==> src/rtl/pbm_div.sv <==
// pbm_div: pipelined restoring divider, one quotient bit per stage, with side data
module pbm_div #(
  parameter int NUM_W  = 33,
  parameter int DEN_W  = 17,
  parameter int SIDE_W = 1
) (
  input  logic              clk,
  input  logic              rst,
  input  logic              en,
  input  logic              in_valid,
  input  logic [NUM_W-1:0]  num,
  input  logic [DEN_W-1:0]  den,
  input  logic [SIDE_W-1:0] side_in,
  output logic              out_valid,
  output logic [NUM_W-1:0]  quo,
  output logic [SIDE_W-1:0] side_out
);

  logic              v   [NUM_W];
  logic [DEN_W-1:0]  rem [NUM_W];
  logic [NUM_W-1:0]  nr  [NUM_W];
  logic [NUM_W-1:0]  q   [NUM_W];
  logic [DEN_W-1:0]  d   [NUM_W];
  logic [SIDE_W-1:0] s   [NUM_W];

  for (genvar k = 0; k < NUM_W; k++) begin : g_stage
    logic              vi;
    logic [DEN_W-1:0]  ri;
    logic [DEN_W-1:0]  di;
    logic [NUM_W-1:0]  ni;
    logic [NUM_W-1:0]  qi;
    logic [SIDE_W-1:0] si;
    logic [DEN_W:0]    trial;
    logic              ge;

    if (k == 0) begin : g_first
      assign vi = in_valid;
      assign ri = '0;
      assign ni = num;
      assign qi = '0;
      assign di = den;
      assign si = side_in;
    end else begin : g_next
      assign vi = v[k-1];
      assign ri = rem[k-1];
      assign ni = nr[k-1];
      assign qi = q[k-1];
      assign di = d[k-1];
      assign si = s[k-1];
    end

    assign trial = {ri, ni[NUM_W-1]};
    assign ge    = trial >= {1'b0, di};

    always_ff @(posedge clk) begin
      if (rst) begin
        v[k] <= 1'b0;
      end else if (en) begin
        v[k] <= vi;
      end
    end

    always_ff @(posedge clk) begin
      if (en) begin
        rem[k] <= ge ? DEN_W'(trial - {1'b0, di}) : trial[DEN_W-1:0];
        nr[k]  <= ni << 1;
        q[k]   <= {qi[NUM_W-2:0], ge};
        d[k]   <= di;
        s[k]   <= si;
      end
    end
  end

  assign out_valid = v[NUM_W-1];
  assign quo       = q[NUM_W-1];
  assign side_out  = s[NUM_W-1];

endmodule

==> config.mk <==
export PLATFORM = sky130hd
export DESIGN_NAME = pbm_div
export DESIGN_NICKNAME = d
export VERILOG_FILES = /design/src/rtl/pbm_div.sv
export SDC_FILE = /design/constraint.sdc
export NUM_CORES = 2
export LEC_CHECK = 0
export BUFFER_PORTS_ARGS = -buffer_cell sky130_fd_sc_hd__buf_2
export CAP_MARGIN = 0
export CORE_AREA = 2 2 429 431
export DETAILED_ROUTE_END_ITERATION = 8
export DIE_AREA = 0 0 431 433
export GPL_TIMING_DRIVEN = 0
export PLACE_DENSITY = 0.73
export SLEW_MARGIN = 20
export SYNTH_ARGS = -nofsm -noshare
export SYNTH_HDL_FRONTEND = slang
export SYNTH_SLANG_ARGS = --single-unit
export TNS_END_PERCENT = 20
==> constraint.sdc <==
create_clock -name clk -period 5.91 [get_ports clk]
set_clock_uncertainty 0.05 [all_clocks]
set_input_delay 1.182 -clock clk [delete_from_list [all_inputs] [get_ports clk]]
set_output_delay 1.182 -clock clk [all_outputs]
set_load 0.02 [all_outputs]
==> impl_metrics.toml <==
[drt]
first_pass_iters = 9
postRouteAntennaNets = 0
dr.first_iter.drc_count = 4083
via_per_inst = 5.51
vias = 52842
routed_wl_um = 172000
drc = 0
wl_per_cell_um = 17.9

[cts]
cts_buffers = 224
cts_tree = "built"
h-tree-depth = 4
post_cts_buffers = 0
cts_resized = 0
cts_root_buffer = "clkbuf_16"
cts_num_sinks = 2243
cts_buffer_depth = 3
hold_buffers = 0
cts.clk_slew.worst_paths_ns = 0.06
clk_latency_ns = 0.87

[placed_design]
place.gp.congestion = 0.894
io_buffer_count = 89
post_dp_cell_area_um2 = 104000
post-dp-hpwl_um = 118000

[critical_path]
reg2reg_slack_ns = 1.61
r2r-end = "rem[0][172]"
critPathLaunchType = "input port"
critical_path_class = "in -> reg"
reg2reg_depth = 13
crit_path_end_kind = "flip-flop"
crit_arrival_ns = 5.34
cp_max_fo = 154
r2r-start = "nr[0][319]"
cp.required_ns = 6.33

[sta]
fin_tns_setup_ns = 0
worstMarginPinSlew_ns = 1.06
final_hold_viol_count = 0
slew_headroom = 0.287
finalCriticalPeriod_ns = 4.92
fmax_ghz = 0.203
finalSetupViolations = 0
rsz0062_at_grt = "false"
slew_violations = 0
post-route-period-util = 0.833

[synth]
syn_nets = 7310
synth-edff-count = 2243
syn-instance-count = 6678
synth-seq-cells = 2243
ys_seq_area_frac = 0.675
syn_area_um2 = 99800
synth.avg_cell_area_um2 = 14.9
synth-main-ff-cell = "edfxtp_1"
ys_types = 88
async_reset_ff_frac = 0
ys.warnings.count = 0

[job]
drv_cap = 0

[finish]
final_common_cell = "edfxtp_1"
drive_above_1_share = 0.135
layout_common_cells = "edfxtp_1, inv_1, ha_1, mux2_2, a21oi_1"
syn_to_final_growth_pct = 11.6
antenna-diode-count = 0
fin_nets = 7641
fin_area_um2 = 111000
n_fill_cell = 13456

[die]
die-area_um2 = 187000
start_util = 0.548
core_um2 = 182000
row_count = 157
die_y_um = 433
pin_count = 90
chipWidth_um = 431

[pwr]
power_density_nw_per_um2 = 516
p_leak_uw = 0.0430
vdd.ir_drop.worst_mv = 0.292

[grt]
grt.overflow.total = 0
grt_pass1_vias = 52430
grt_max_degree = 157
grt.total_usage = 0.184
grt_pass1_wl_um = 275000
antenna_found_initial = 2

[hold_path]
hold_path.class = "reg -> reg"
whs_path_depth = 0
hold_end = "q[0][596]"
min_from = "q[0][562]"

[outcome]
status = "completed"
## cells in the mapped netlist (98+ instances only)
cell,instances,area (um^2)
xnor2_1,291,2550
mux2_2,414,4660
xor2_1,136,1190
a21oi_1,342,1710
o21ai_0,201,1010
a21o_1,225,1690
ha_1,546,6830
nand2_1,196,736
nor2_1,263,987
nor3_1,98,490
inv_1,668,2510
edfxtp_1,2243,67400
## how the worst max path moves through the flow
| stage | from | cells past startpoint | slack [ns] | end |
|---|---|---|---|---|
| after floorplan | nr[0][287] | 13 | 2.60 | rem[0][161] |
| after detailed placement | en | 7 | 0.08 | v[14] |
| after global placement | en | 2 | -32.84 | v[0] |
| after global routing | en | 7 | 0.67 | v[21] |
| after CTS | en | 7 | 1.03 | v[0] |
| final | en | 7 | 0.99 | v[13] |
## cell type report
cell class | count | area (um^2) | share of cell area
Clock inverter | 159 | 1930 | 0.0174
Buffer | 67 | 324 | 0.00291
Sequential cell | 2243 | 67400 | 0.605
Clock buffer | 258 | 5730 | 0.0515
Timing Repair Buffer | 105 | 901 | 0.00809
Inverter | 669 | 2510 | 0.0226
Multi-Input combinational cell | 3699 | 29600 | 0.266
Tap cell | 2385 | 2980 | 0.0268
## critical path, stage by stage
cell,delay (ns)
buf_12,0.35
buf_16,0.46
buf_16,0.53
buf_16,0.51
buf_16,0.42
buf_16,0.51
or2_2,0.75
## per-stage QoR
step | total power (uW) | setup slack, ns | hold slack, ns | cells | util
finish | 57500 | 0.988 | 0.350 | 9585 | 0.611
global route | 61000 | 0.673 | 0.338 | 9585 | 0.611
CTS | 57900 | 1.03 | 0.338 | 9585 | 0.611
detailed placement | 43100 | 0.0765 | 0.355 | 9168 | 0.569
global placement | 43700 | -32.84 | 0.350 | 9152 | 0.567
floorplan | 38200 | 2.60 | 0.350 | 6678 | -
## kinds of logic after synthesis
logic type,synth area share
multiplexers,0.0520
AO/OA/AOI/OAI,0.0823
buffers and inverters,0.0284
adder cells (fa/ha/maj),0.0747
AND/OR/NAND/NOR,0.0502
flip-flops,0.675
XOR/XNOR,0.0375
## per-layer routing
metal	track usage	vias to the layer above	part of all wire
li1	-	25848	-
met1	0.250	25622	0.45
met2	0.300	1046	0.48
met3	0.0288	326	0.044
met4	0.0681	0	0.031
met5	0	-	0
## where the power goes
group	switching [uW]	internal, uW	total (uW)	leakage, uW
Clock	6070	8350	14400	0.00369
Sequential	1450	21700	23100	0.0220
Combinational	10500	9450	20000	0.0173
Total	18000	39500	57500	0.0430
## state kept, by name (all words and copies together) (netlist names)
signal,cells
rem,544
d,544
nr,528
q,561
v,33
s,33
No activity file was read; power rests on OpenSTA's default activity.
